### src/rtl/core/utf8_to_utf16_decoder_defines.svh
// ---------------------------------------------------------------------------
// utf8_to_utf16_decoder assertion macros
// Concurrent check wrappers shared by the decoder modules.
// ---------------------------------------------------------------------------
`ifndef UTF8_TO_UTF16_DECODER_DEFINES_SVH
`define UTF8_TO_UTF16_DECODER_DEFINES_SVH

`ifndef ASSERT_OFF
`define U8U16_ASSERT(lbl, clk, rst, prop) \
  lbl: assert property (@(posedge clk) disable iff (rst) prop) \
    else $error("u8u16 assertion failed");
`define U8U16_ASSERT_RST(lbl, clk, prop) \
  lbl: assert property (@(posedge clk) prop) \
    else $error("u8u16 reset assertion failed");
`else
`define U8U16_ASSERT(lbl, clk, rst, prop)
`define U8U16_ASSERT_RST(lbl, clk, prop)
`endif

`endif

### src/rtl/core/u8u16_pkg.sv
// ---------------------------------------------------------------------------
// u8u16_pkg
// Types and constants shared by the UTF-8 to UTF-16 decoder.
// ---------------------------------------------------------------------------
package u8u16_pkg;

  localparam logic [15:0] REPL_UNIT     = 16'hFFFD;
  localparam logic [15:0] HI_SURR_BASE  = 16'hD800;
  localparam logic [15:0] LO_SURR_BASE  = 16'hDC00;
  localparam logic [20:0] SUPP_BASE     = 21'h010000;
  localparam logic [20:0] CODE_LIMIT    = 21'h110000;
  localparam logic [20:0] SURR_FIRST    = 21'h00D800;
  localparam logic [20:0] SURR_LAST     = 21'h00DFFF;
  localparam logic [7:0]  CONT_MARK     = 8'h80;
  localparam int          CONT_BITS     = 6;

  // continuation checks, on the value collected so far
  localparam logic [20:0] LIMIT_PART     = CODE_LIMIT >> CONT_BITS;
  localparam logic [20:0] SURR_PART_LO   = SURR_FIRST >> CONT_BITS;
  localparam logic [20:0] SURR_PART_HI   = SURR_LAST >> CONT_BITS;
  localparam logic [20:0] OVERLONG3_PART = 21'h20;
  localparam logic [20:0] OVERLONG4_PART = 21'h10;
  localparam logic [20:0] OVERLONG2_VAL  = 21'h80;
  localparam logic [20:0] BMP_MAX        = 21'h00FFFF;

  localparam int Q_DEPTH = 4;
  localparam int Q_PTR_W = $clog2(Q_DEPTH);
  localparam int Q_CNT_W = $clog2(Q_DEPTH + 1);

  typedef struct packed {
    logic [7:0] data_byte;
    logic [2:0] bytes_left;
  } in_word_t;

  typedef struct packed {
    logic [15:0] code_unit;
    logic        last_of_run;
  } out_word_t;

  // what one byte asks of the back end
  typedef enum logic [2:0] {
    OP_NONE,
    OP_UNIT,
    OP_PAIR,
    OP_REPL,
    OP_REPL_UNIT,
    OP_REPL_REPL
  } op_t;

  typedef struct packed {
    op_t         op;
    logic [20:0] value;
  } job_t;

  typedef struct packed {
    logic push;
    job_t job;
  } push_t;

  typedef struct packed {
    logic avail;
    job_t job;
  } head_t;

endpackage

### src/rtl/core/utf8_to_utf16_decoder.sv
// ---------------------------------------------------------------------------
// utf8_to_utf16_decoder
// UTF-8 byte stream to UTF-16 words, bad sequences replaced by U+FFFD.
//
//   channel  dir  handshake                 word
//   byte     in   byte_valid / byte_stall   in_word_t  (data_byte, bytes_left)
//   unit     out  unit_valid / unit_stall   out_word_t (code_unit, last_of_run)
//
// One byte is taken per cycle while the four-entry job queue has room.
// Each word is one output handshake; a byte that yields two words
// holds its queue entry until its second word is taken.
// A job is registered in the queue before it reaches the output.
// Synchronous reset clears the sequence state, queue and second-word flag.
// Output stall backs up into the queue only; byte_stall is queue full.
// ---------------------------------------------------------------------------
module utf8_to_utf16_decoder (
  input  logic                 clk,
  input  logic                 rst,
  input  logic                 byte_valid,
  output logic                 byte_stall,
  input  u8u16_pkg::in_word_t  byte_word,
  output logic                 unit_valid,
  input  logic                 unit_stall,
  output u8u16_pkg::out_word_t unit_word
);
  import u8u16_pkg::*;

  push_t push;
  head_t head;
  logic  q_full;
  logic  pop;

  u8u16_front u_front (
    .clk        (clk),
    .rst        (rst),
    .byte_valid (byte_valid),
    .byte_stall (byte_stall),
    .byte_word  (byte_word),
    .q_full     (q_full),
    .push       (push)
  );

  u8u16_queue u_queue (
    .clk  (clk),
    .rst  (rst),
    .push (push),
    .pop  (pop),
    .head (head),
    .full (q_full)
  );

  u8u16_back u_back (
    .clk        (clk),
    .rst        (rst),
    .head       (head),
    .pop        (pop),
    .unit_valid (unit_valid),
    .unit_stall (unit_stall),
    .unit_word  (unit_word)
  );

endmodule

### src/rtl/core/u8u16_front.sv
// ---------------------------------------------------------------------------
// u8u16_front
// Takes source bytes, tracks the pending sequence and classifies each byte
// into a job for the back end.
// ---------------------------------------------------------------------------
module u8u16_front (
  input  logic                clk,
  input  logic                rst,
  input  logic                byte_valid,
  output logic                byte_stall,
  input  u8u16_pkg::in_word_t byte_word,
  input  logic                q_full,
  output u8u16_pkg::push_t    push
);
  import u8u16_pkg::*;

  logic        seq_active, seq_active_next;
  logic [1:0]  conts_needed, conts_needed_next;
  logic [20:0] partial_value, partial_value_next;

  logic [7:0]  b;
  logic [7:0]  low;
  logic [20:0] v;
  logic        accept;
  logic        is_ascii;
  logic [1:0]  lead_len;
  logic [20:0] lead_bits;
  logic        lead_start;
  op_t         lead_op;
  op_t         relead_op;
  op_t         op;

  assign byte_stall = q_full;
  assign accept     = byte_valid && !byte_stall;

  always_comb begin
    b   = byte_word.data_byte;
    low = b ^ CONT_MARK;
    v   = {partial_value[14:0], low[5:0]};

    is_ascii  = (b < 8'h80);
    lead_len  = 2'd0;
    lead_bits = '0;
    if (b inside {[8'hC2:8'hDF]}) begin
      lead_len  = 2'd1;
      lead_bits = {16'd0, b[4:0]};
    end else if (b inside {[8'hE0:8'hEF]}) begin
      lead_len  = 2'd2;
      lead_bits = {17'd0, b[3:0]};
    end else if (b inside {[8'hF0:8'hF4]}) begin
      lead_len  = 2'd3;
      lead_bits = {18'd0, b[2:0]};
    end
    lead_start = (lead_len != 2'd0) && (byte_word.bytes_left > {1'b0, lead_len});

    if (is_ascii) begin
      lead_op   = OP_UNIT;
      relead_op = OP_REPL_UNIT;
    end else if (lead_start) begin
      lead_op   = OP_NONE;
      relead_op = OP_REPL;
    end else begin
      lead_op   = OP_REPL;
      relead_op = OP_REPL_REPL;
    end

    op                 = OP_NONE;
    seq_active_next    = seq_active;
    conts_needed_next  = conts_needed;
    partial_value_next = partial_value;

    if (!seq_active || low[7:6] != 2'b00 ||
        (conts_needed == 2'd2 && v >= LIMIT_PART)) begin
      // fresh lead, or a rejected continuation handled again as a lead
      op                 = seq_active ? relead_op : lead_op;
      seq_active_next    = lead_start;
      conts_needed_next  = lead_start ? lead_len : 2'd0;
      partial_value_next = lead_start ? lead_bits : '0;
    end else begin
      case (conts_needed)
        2'd3: begin
          if (v < OVERLONG4_PART) begin
            op                 = OP_REPL;
            seq_active_next    = 1'b0;
            conts_needed_next  = 2'd0;
            partial_value_next = '0;
          end else begin
            conts_needed_next  = 2'd2;
            partial_value_next = v;
          end
        end
        2'd2: begin
          if (v < OVERLONG3_PART || (v >= SURR_PART_LO && v <= SURR_PART_HI)) begin
            op                 = OP_REPL;
            seq_active_next    = 1'b0;
            conts_needed_next  = 2'd0;
            partial_value_next = '0;
          end else begin
            conts_needed_next  = 2'd1;
            partial_value_next = v;
          end
        end
        default: begin
          seq_active_next    = 1'b0;
          conts_needed_next  = 2'd0;
          partial_value_next = '0;
          if (v < OVERLONG2_VAL) begin
            op = OP_REPL;
          end else if (v <= BMP_MAX) begin
            op = OP_UNIT;
          end else begin
            op = OP_PAIR;
          end
        end
      endcase
    end

    push.push      = accept && (op != OP_NONE);
    push.job.op    = op;
    push.job.value = (seq_active && low[7:6] == 2'b00 &&
                      !(conts_needed == 2'd2 && v >= LIMIT_PART)) ? v : {13'd0, b};
  end

  always_ff @(posedge clk) begin
    if (rst) begin
      seq_active    <= 1'b0;
      conts_needed  <= 2'd0;
      partial_value <= '0;
    end else if (accept) begin
      seq_active    <= seq_active_next;
      conts_needed  <= conts_needed_next;
      partial_value <= partial_value_next;
    end
  end

endmodule

### src/rtl/core/u8u16_queue.sv
// ---------------------------------------------------------------------------
// u8u16_queue
// Short job queue between the classifier and the unit emitter.
// ---------------------------------------------------------------------------
`include "utf8_to_utf16_decoder_defines.svh"

module u8u16_queue (
  input  logic              clk,
  input  logic              rst,
  input  u8u16_pkg::push_t  push,
  input  logic              pop,
  output u8u16_pkg::head_t  head,
  output logic              full
);
  import u8u16_pkg::*;

  job_t               slots [Q_DEPTH];
  logic [Q_PTR_W-1:0] wr_ptr;
  logic [Q_PTR_W-1:0] rd_ptr;
  logic [Q_CNT_W-1:0] count;
  logic               empty;

  assign empty      = (count == '0);
  assign full       = (count == Q_CNT_W'(Q_DEPTH));
  assign head.avail = !empty;
  assign head.job   = slots[rd_ptr];

  always_ff @(posedge clk) begin
    if (push.push) begin
      slots[wr_ptr] <= push.job;
    end
  end

  always_ff @(posedge clk) begin
    if (rst) begin
      wr_ptr <= '0;
      rd_ptr <= '0;
      count  <= '0;
    end else begin
      if (push.push) begin
        wr_ptr <= wr_ptr + 1'b1;
      end
      if (pop) begin
        rd_ptr <= rd_ptr + 1'b1;
      end
      case ({push.push, pop})
        2'b10:   count <= count + 1'b1;
        2'b01:   count <= count - 1'b1;
        default: count <= count;
      endcase
    end
  end

  `U8U16_ASSERT(no_push_full, clk, rst, !(push.push && full))
  `U8U16_ASSERT(no_pop_empty, clk, rst, !(pop && empty))
  `U8U16_ASSERT_RST(empty_after_rst, clk, rst |=> (count == '0 && rd_ptr == wr_ptr))

endmodule

### src/rtl/core/u8u16_back.sv
// ---------------------------------------------------------------------------
// u8u16_back
// Expands queued jobs into UTF-16 words, one word per handshake.
// ---------------------------------------------------------------------------
`include "utf8_to_utf16_decoder_defines.svh"

module u8u16_back (
  input  logic                 clk,
  input  logic                 rst,
  input  u8u16_pkg::head_t     head,
  output logic                 pop,
  output logic                 unit_valid,
  input  logic                 unit_stall,
  output u8u16_pkg::out_word_t unit_word
);
  import u8u16_pkg::*;

  logic        half;
  logic        accept;
  logic [20:0] offset;
  logic [15:0] hi_unit;
  logic [15:0] lo_unit;

  assign unit_valid = head.avail;
  assign accept     = unit_valid && !unit_stall;
  assign pop        = accept && unit_word.last_of_run;

  always_comb begin
    offset  = head.job.value - SUPP_BASE;
    hi_unit = HI_SURR_BASE | {6'd0, offset[19:10]};
    lo_unit = LO_SURR_BASE | {6'd0, offset[9:0]};
    case (head.job.op)
      OP_UNIT: begin
        unit_word.code_unit   = head.job.value[15:0];
        unit_word.last_of_run = 1'b1;
      end
      OP_PAIR: begin
        unit_word.code_unit   = half ? lo_unit : hi_unit;
        unit_word.last_of_run = half;
      end
      OP_REPL_UNIT: begin
        unit_word.code_unit   = half ? head.job.value[15:0] : REPL_UNIT;
        unit_word.last_of_run = half;
      end
      OP_REPL_REPL: begin
        unit_word.code_unit   = REPL_UNIT;
        unit_word.last_of_run = half;
      end
      default: begin
        unit_word.code_unit   = REPL_UNIT;
        unit_word.last_of_run = 1'b1;
      end
    endcase
  end

  always_ff @(posedge clk) begin
    if (rst) begin
      half <= 1'b0;
    end else if (accept) begin
      half <= !unit_word.last_of_run;
    end
  end

  `U8U16_ASSERT(half_has_head, clk, rst, half |-> head.avail)
  `U8U16_ASSERT(half_two_word_op, clk, rst,
    half |-> (head.job.op == OP_PAIR || head.job.op == OP_REPL_UNIT ||
              head.job.op == OP_REPL_REPL))
  `U8U16_ASSERT(second_word_follows, clk, rst,
    (accept && !unit_word.last_of_run) |=> (unit_valid && half))

endmodule

### config.mk
export PLATFORM = sky130hd
export DESIGN_NAME = utf8_to_utf16_decoder
export DESIGN_NICKNAME = d
export VERILOG_FILES = /design/src/rtl/core/u8u16_pkg.sv /design/src/rtl/core/utf8_to_utf16_decoder.sv /design/src/rtl/core/u8u16_front.sv /design/src/rtl/core/u8u16_queue.sv /design/src/rtl/core/u8u16_back.sv
export VERILOG_INCLUDE_DIRS = /design/src /design/src/rtl/core
export SDC_FILE = /design/constraint.sdc
export NUM_CORES = 1
export LEC_CHECK = 0
export ABC_AREA = 0
export BUFFER_PORTS_ARGS = -buffer_cell sky130_fd_sc_hd__buf_4
export CORE_MARGIN = 2
export CORE_UTILIZATION = 45
export DETAILED_ROUTE_END_ITERATION = 6
export HOLD_SLACK_MARGIN = 0.15
export PLACE_DENSITY_LB_ADDON = 0.25
export REMOVE_ABC_BUFFERS = 1
export SLEW_MARGIN = 20
export SYNTH_ARGS = -nofsm -noshare
export SYNTH_HDL_FRONTEND = slang
export SYNTH_SLANG_ARGS = --single-unit
### constraint.sdc
create_clock -name clk -period 3.6 [get_ports clk]
set_input_delay 0.36 -clock clk [delete_from_list [all_inputs] [get_ports clk]]
set_output_delay 0.36 -clock clk [all_outputs]
set_load 0.1 [all_outputs]
* Word level (Yosys, flattened, before mapping)
Memories as Yosys holds them, arrays and structs flattened. A register that Yosys moved wholly into a read port is not among the register bits. Index checks and enable logic that the tools add are counted.
Cells by class: $lt $le $gt $ge 15, bitwise operators 1, reduce and logical (&&, ||, !) cells 28, multiplexer cells 40, equality and inequality tests 11, add/sub/neg operators 5
Operators with widths (count):
- two-way mux 15 bit | 5
- one-hot mux 17 bit (4 select lines) | 1
- one-hot mux 15 bit (2 select lines) | 1
- >= comparator 8 bit, second input constant | 3
- <= comparator 8 bit, second input constant | 3
- two-way mux 2 bit | 12
- >= comparator 21 x 10 -> 1 bit, second input constant | 1
- >= comparator 21 x 15 -> 1 bit, second input constant | 1
- <= comparator 21 x 10 -> 1 bit, second input constant | 1
- <= comparator 21 x 16 -> 1 bit, second input constant | 1
- < comparator 21 x 5 -> 1 bit, second input constant | 1
- < comparator 21 x 6 -> 1 bit, second input constant | 1
- < comparator 21 x 8 -> 1 bit, second input constant | 1
- two-way mux 21 bit | 1
- two-way mux 3 bit | 7
- subtractor 20 x 17 -> 20 bit, second input constant | 1
- two-way mux 16 bit | 1
- logical AND 1 bit | 12
- one-hot mux 3 bit (2 select lines) | 2
- two-way mux 11 bit | 1
- equality test 3 bit, second input constant | 3
- < comparator 8 bit, second input constant | 1
- equality test 2 bit, second input constant | 3
- zero test 1 bit | 6
- 20 further kinds | 30
Storage, ports and cells: RAM bits 96, input bits 15, bits in registers 26, word-level logic and storage cells 108, memories kept 1
Memories:
- u_queue.slots | words 4, width 24, rd ports 1, clocked after Yosys merged registers in 1, wr ports 1, line u8u16_queue.sv:17 | job_t slots [Q_DEPTH];

* Depth between registers and ports, before layout
depth after elaboration 15, depth in mapped cells 17

* Modules after synthesis
A second synthesis with hierarchy kept.
Unflattened totals: cell total of the unflattened synthesis 386, area total of the unflattened synthesis 5619.1 um^2
Modules (own cells, without submodules):
- u8u16_queue | cells an instance 169, area an instance 3930.0 um^2, seq. area each 3062.9 um^2, instances 1
- u8u16_front | cells an instance 143, area an instance 1198.6 um^2, seq. area each 360.3 um^2, instances 1
- u8u16_back | cells an instance 74, area an instance 490.5 um^2, seq. area each 20.0 um^2, instances 1

* Least setup slack after synthesis
No wires, ideal clock.
path type in2reg, start in byte_word[7] (netlist bit), end reg u_queue.count[2], path slack -0.053 ns, required time 3.529 ns, arrival time 3.582 ns, cell stages on the path 17, cell sequence clkbuf_1 nor4_1 nor3_1 a21o_1 ha_1 nor2b_1 a2bb2oi_1 o32ai_1 a221oi_1 o22ai_2 inv_1 ha_1 inv_1 fa_1 xor2_1 or3_1 a21oi_1
Between the ends: longest elaborated chain between the ends 15
Ends and longest elaborated chain:
- from (decl) | line utf8_to_utf16_decoder.sv:21 | input u8u16_pkg::in_word_t byte_word,
- >= comparator 8 bit / <= comparator 8 bit (equally long branches) | line u8u16_front.sv:50 | end else if (b inside {[8'hF0:8'hF4]}) begin
- logical AND 1 bit | line u8u16_front.sv:50
- two-way mux 2 bit | line u8u16_front.sv:50
- two-way mux 2 bit | line u8u16_front.sv:47 | end else if (b inside {[8'hE0:8'hEF]}) begin
- two-way mux 2 bit | line u8u16_front.sv:44 | if (b inside {[8'hC2:8'hDF]}) begin
- greater-than comparator 3 x 2 -> 1 bit / nonzero test 2 bit (equally long branches) | line u8u16_front.sv:54 | lead_start = (lead_len != 2'd0) && (byte_word.bytes_left > {1'b0, lead_len});
- logical AND 1 bit | line u8u16_front.sv:54
- two-way mux 2 bit / two-way mux 3 bit (equally long branches) | line u8u16_front.sv:59 | end else if (lead_start) begin
- two-way mux 3 bit | line u8u16_front.sv:56 | if (is_ascii) begin
- two-way mux 3 bit | line u8u16_front.sv:75 | op = seq_active ? relead_op : lead_op;
- two-way mux 3 bit (*) | line u8u16_front.sv:72 | if (!seq_active || low[7:6] != 2'b00 ||
- nonzero test 3 bit (*) | line u8u16_front.sv:118 | push.push = accept && (op != OP_NONE);
- logical AND 1 bit (*) | line u8u16_front.sv:118
- equality test 2 x 1 -> 1 bit / equality test 2 bit (equally long branches) | line u8u16_queue.sv:46 | case ({push.push, pop})
- one-hot mux 3 bit (2 select lines) / nonzero test 2 bit (equally long branches)
- to (signal assigned) | line u8u16_queue.sv:47 | 2'b10: count <= count + 1'b1;
- to (signal assigned) | line u8u16_queue.sv:48 | 2'b01: count <= count - 1'b1;
- to (signal assigned) | line u8u16_queue.sv:49 | default: count <= count;
- to (decl) | line u8u16_queue.sv:20 | logic [Q_CNT_W-1:0] count;
Every way passes the cells marked *; elsewhere a longest branch is shown, timed or not. A chain may end at the register's enable or synchronous reset.

==> out/qor.yml <==
worst_slew_margin_rel_pct: 56.00
total_track_usage_pct: 18.74
layout_common_cells: "sky130_fd_sc_hd__edfxtp_1 (92), sky130_fd_sc_hd__buf_4 (47), sky130_fd_sc_hd__nor2_1 (30)"
leftover_overflow_at_the_end_of_global_routing: 0
synth-simple-area-share_pct: 10.51
flow.area_growth_from_synthesis_pct: 20.67
critical_path.startpoint_type: "register"
grt_start_max_net_pins: 30
syn-cell-area_sq_mm: 0.005370
remaining_drc_errors: 4
pre_cts_slack_ns: -0.06874
crit_required_ns: 3.24
cts_tree: "built"
io_pins: 34
final_setup_violation_count: 0
worst_ep_arrival_time_ns: 3.06
die_height_um: 113.2
detail_route.wirelength_um: 11250
antenna_found_initial: 0
synth_flop_cell: "sky130_fd_sc_hd__edfxtp_1"
async_s_r_ff_share_synth_pct: 0
clk_pin_slew_worst_paths_ns: 0.05
yosys_warnings: 0
core_area_sq_mm: 0.01152
postLayoutSetupSlackWorst_ns: 0.1753
fin_crit_ns: 3.425
cp_slowest_stage_delay_ns: 0.66
clock_latency_ns: 0.40
post_synth_fa_ha_maj_area_fraction_pct: 2.237
timing.final.crit_share_pct: 95.13
detail_route.wl_per_cell_um: 19.06
first_global_vias: 3369
drt-pass1-iter-count: 7
timing.setup.critical_path_class: "register to output port"
total_leakage_power_nw: 2.295
initial_core_util_pct: 46.63
synth_compound_gate_area_share_pct: 10.44
place.port_buffers: 33
worstHoldPathType: "input pin to register"
rsz0062_at_grt: "false"
largest_family_of_logic_cells_by_synthesized_area: "multiplexers"
hold_buffers: 0
max-cap-violations: 0
detailedRoute.firstIterationViolations: 264
worst_pin_slew_ns: 0.6550
core.rowCount: 39
place_hpwl_um: 7731
total_power_mw: 5.766
setup.worst_path.end_class: "output port"
finalHoldViolCount: 0
crit_path_max_fanout: 9
number_of_h_tree_levels: 4
clock_tree.root_cell: "sky130_fd_sc_hd__clkbuf_16"
r2r_setup_slack_ns: 0.39
power.ir.vdd_worst_mv: 0.3158
cts_max_path_buffers: 2
post_dp_cell_area_sq_mm: 0.005899
post_synth_mux_area_share_pct: 10.83
setup-tns-final_ns: 0
layout_commonest_cell: "sky130_fd_sc_hd__edfxtp_1"
layout.nets: 458
stdcell_area_sq_mm: 0.006480
synth_seq_area_share_pct: 61.88
synth_cells: 381
fp.dieW_um: 113.2
postSynthAreaPerCell_sq_um: 14.09
critical_path.cell_chain: "mux4_2 -> or3b_1 -> nor2_1 -> a221o_1 -> buf_4"
hold_crit_start: "byte_word[3]"
worst_skew_ns: 0.008945
critical-path-slowest-cell: "sky130_fd_sc_hd__mux4_2"
finalWeightedCongestion: 0.8879
postSynthRegisterBits: 120
postLayoutCoreUtil_pct: 56.27
outcome: "finished, violations left"
antenna-diode-count: 0
fmaxAchievable_mhz: 292.0
yosys.area_share.xor_xnor_pct: 1.445
cts_sinks: 120
synth_cell_types: 60
dieArea_sq_mm: 0.01282
via_per_inst: 5.846
post_route_cells_drive_above_1_share_pct: 25.95
wire_length_of_the_first_global_routing_pass_um: 18090
remaining_antenna_violation_count: 0
finalMaxSlewViolations: 0
inserted_clock_buffers: 17
power_density_mw_per_mm2: 889.8
via_count: 3449
failed_checks: "DRC"
synth_enable_flop_cells: 92
==> sequential cells by signal (all words and copies together), names as in the netlist, named ones only <==
register,count
u_queue.rd_ptr,2
u_queue.slots,92
u_back.half,1
u_queue.wr_ptr,2
u_front.conts_needed,2
u_queue.count,3
u_front.partial_value,15
u_front.seq_active,1
==> power by group <==
group / switching, mW / leakage (nW) / total (mW) / internal (mW)
clock: 0.565 / 0.268 / 1.60 / 1.03
sequential: 0.0834 / 1.09 / 1.76 / 1.67
combinational: 1.70 / 0.934 / 2.41 / 0.711
total: 2.35 / 2.30 / 5.77 / 3.42
==> metal layers <==
metal  global-route usage, %  part of all wire (%)  vias up
met2                   30.22                    49      123
li1                        -                     -     1593
met3                   4.713                   5.4       12
met1                   24.91                    44     1721
met5                       0                     0        -
met4                   6.585                   1.3        0
==> synth_stat cells (all sizes together) (4+ instances only) <==
master / count / area [sq um]
edfxtp: 92 / 2763
nor2: 30 / 112.6
dfxtp: 28 / 560.5
mux4: 23 / 518.0
and2: 17 / 108.9
inv: 15 / 56.30
a21oi: 11 / 55.05
o21ai: 11 / 55.05
a22oi: 10 / 80.07
nor3: 10 / 55.05
clkbuf: 9 / 33.78
nand2: 9 / 33.78
nand3: 9 / 45.04
a21o: 8 / 60.06
buf: 8 / 48.79
ha: 8 / 100.1
a221o: 7 / 70.07
nand2b: 7 / 43.79
o22ai: 6 / 50.04
nor2b: 5 / 31.28
xor2: 5 / 43.79
or3: 4 / 25.02
==> cell type report <==
cell class	count	area, sq um
Fill cell	928	5036
Sequential cell	120	3324
Multi-Input combinational cell	228	1911
Clock buffer	20	446.7
Timing Repair Buffer	51	432.9
Tap cell	143	178.9
Clock inverter	12	126.4
Inverter	16	60.06
==> cell families (layout without fill, tap and decap cells) <==
| logic type | after synthesis | after routing |
|---|---|---|
| DFF | 120 | 120 |
| and+or+nand+nor | 106 | 106 |
| AOI/OAI and AO/OA | 76 | 76 |
| buffers and inverters | 33 | 99 |
| muxes | 29 | 29 |
| adders and majority gates | 9 | 9 |
| xor gates and xnor gates | 8 | 8 |
==> repair_timing <==
item | in CTS | in global routing
gates resized for setup | 1 | 1
buffers inserted | 0 | 0
endpoints found under the setup margin | 7 | 1
==> metrics by stage <==
stage               instances  hold slack [ns]
finish                    590           0.1956
global route              590           0.1743
CTS                       590           0.1824
detailed placement        558           0.5015
global placement          558           0.4809
floorplan                 364           0.4291
==> worst paths after layout <==
path | end | cells past startpoint
worst max-delay path | unit_word[4] | 5
worst min-delay path | u_queue.slots[2][0]$_DFFE_PP_ | 1
worst max register to register | u_queue.count[2]$_SDFFE_PP0P_ | 10
worst min register to register | u_front.partial_value[1]$_SDFFE_PP0P_ | 2
==> critical path, delay by kind of cell (launching register included) <==
kind,cells,cell delay [ns]
AO/OA/AOI/OAI,1,0.26
buffers and inverters,1,0.29
multiplexers,1,0.66
flip-flops,1,0.48
AND/OR/NAND/NOR,2,0.97
Note: power is estimated with default switching activity, not from simulation.
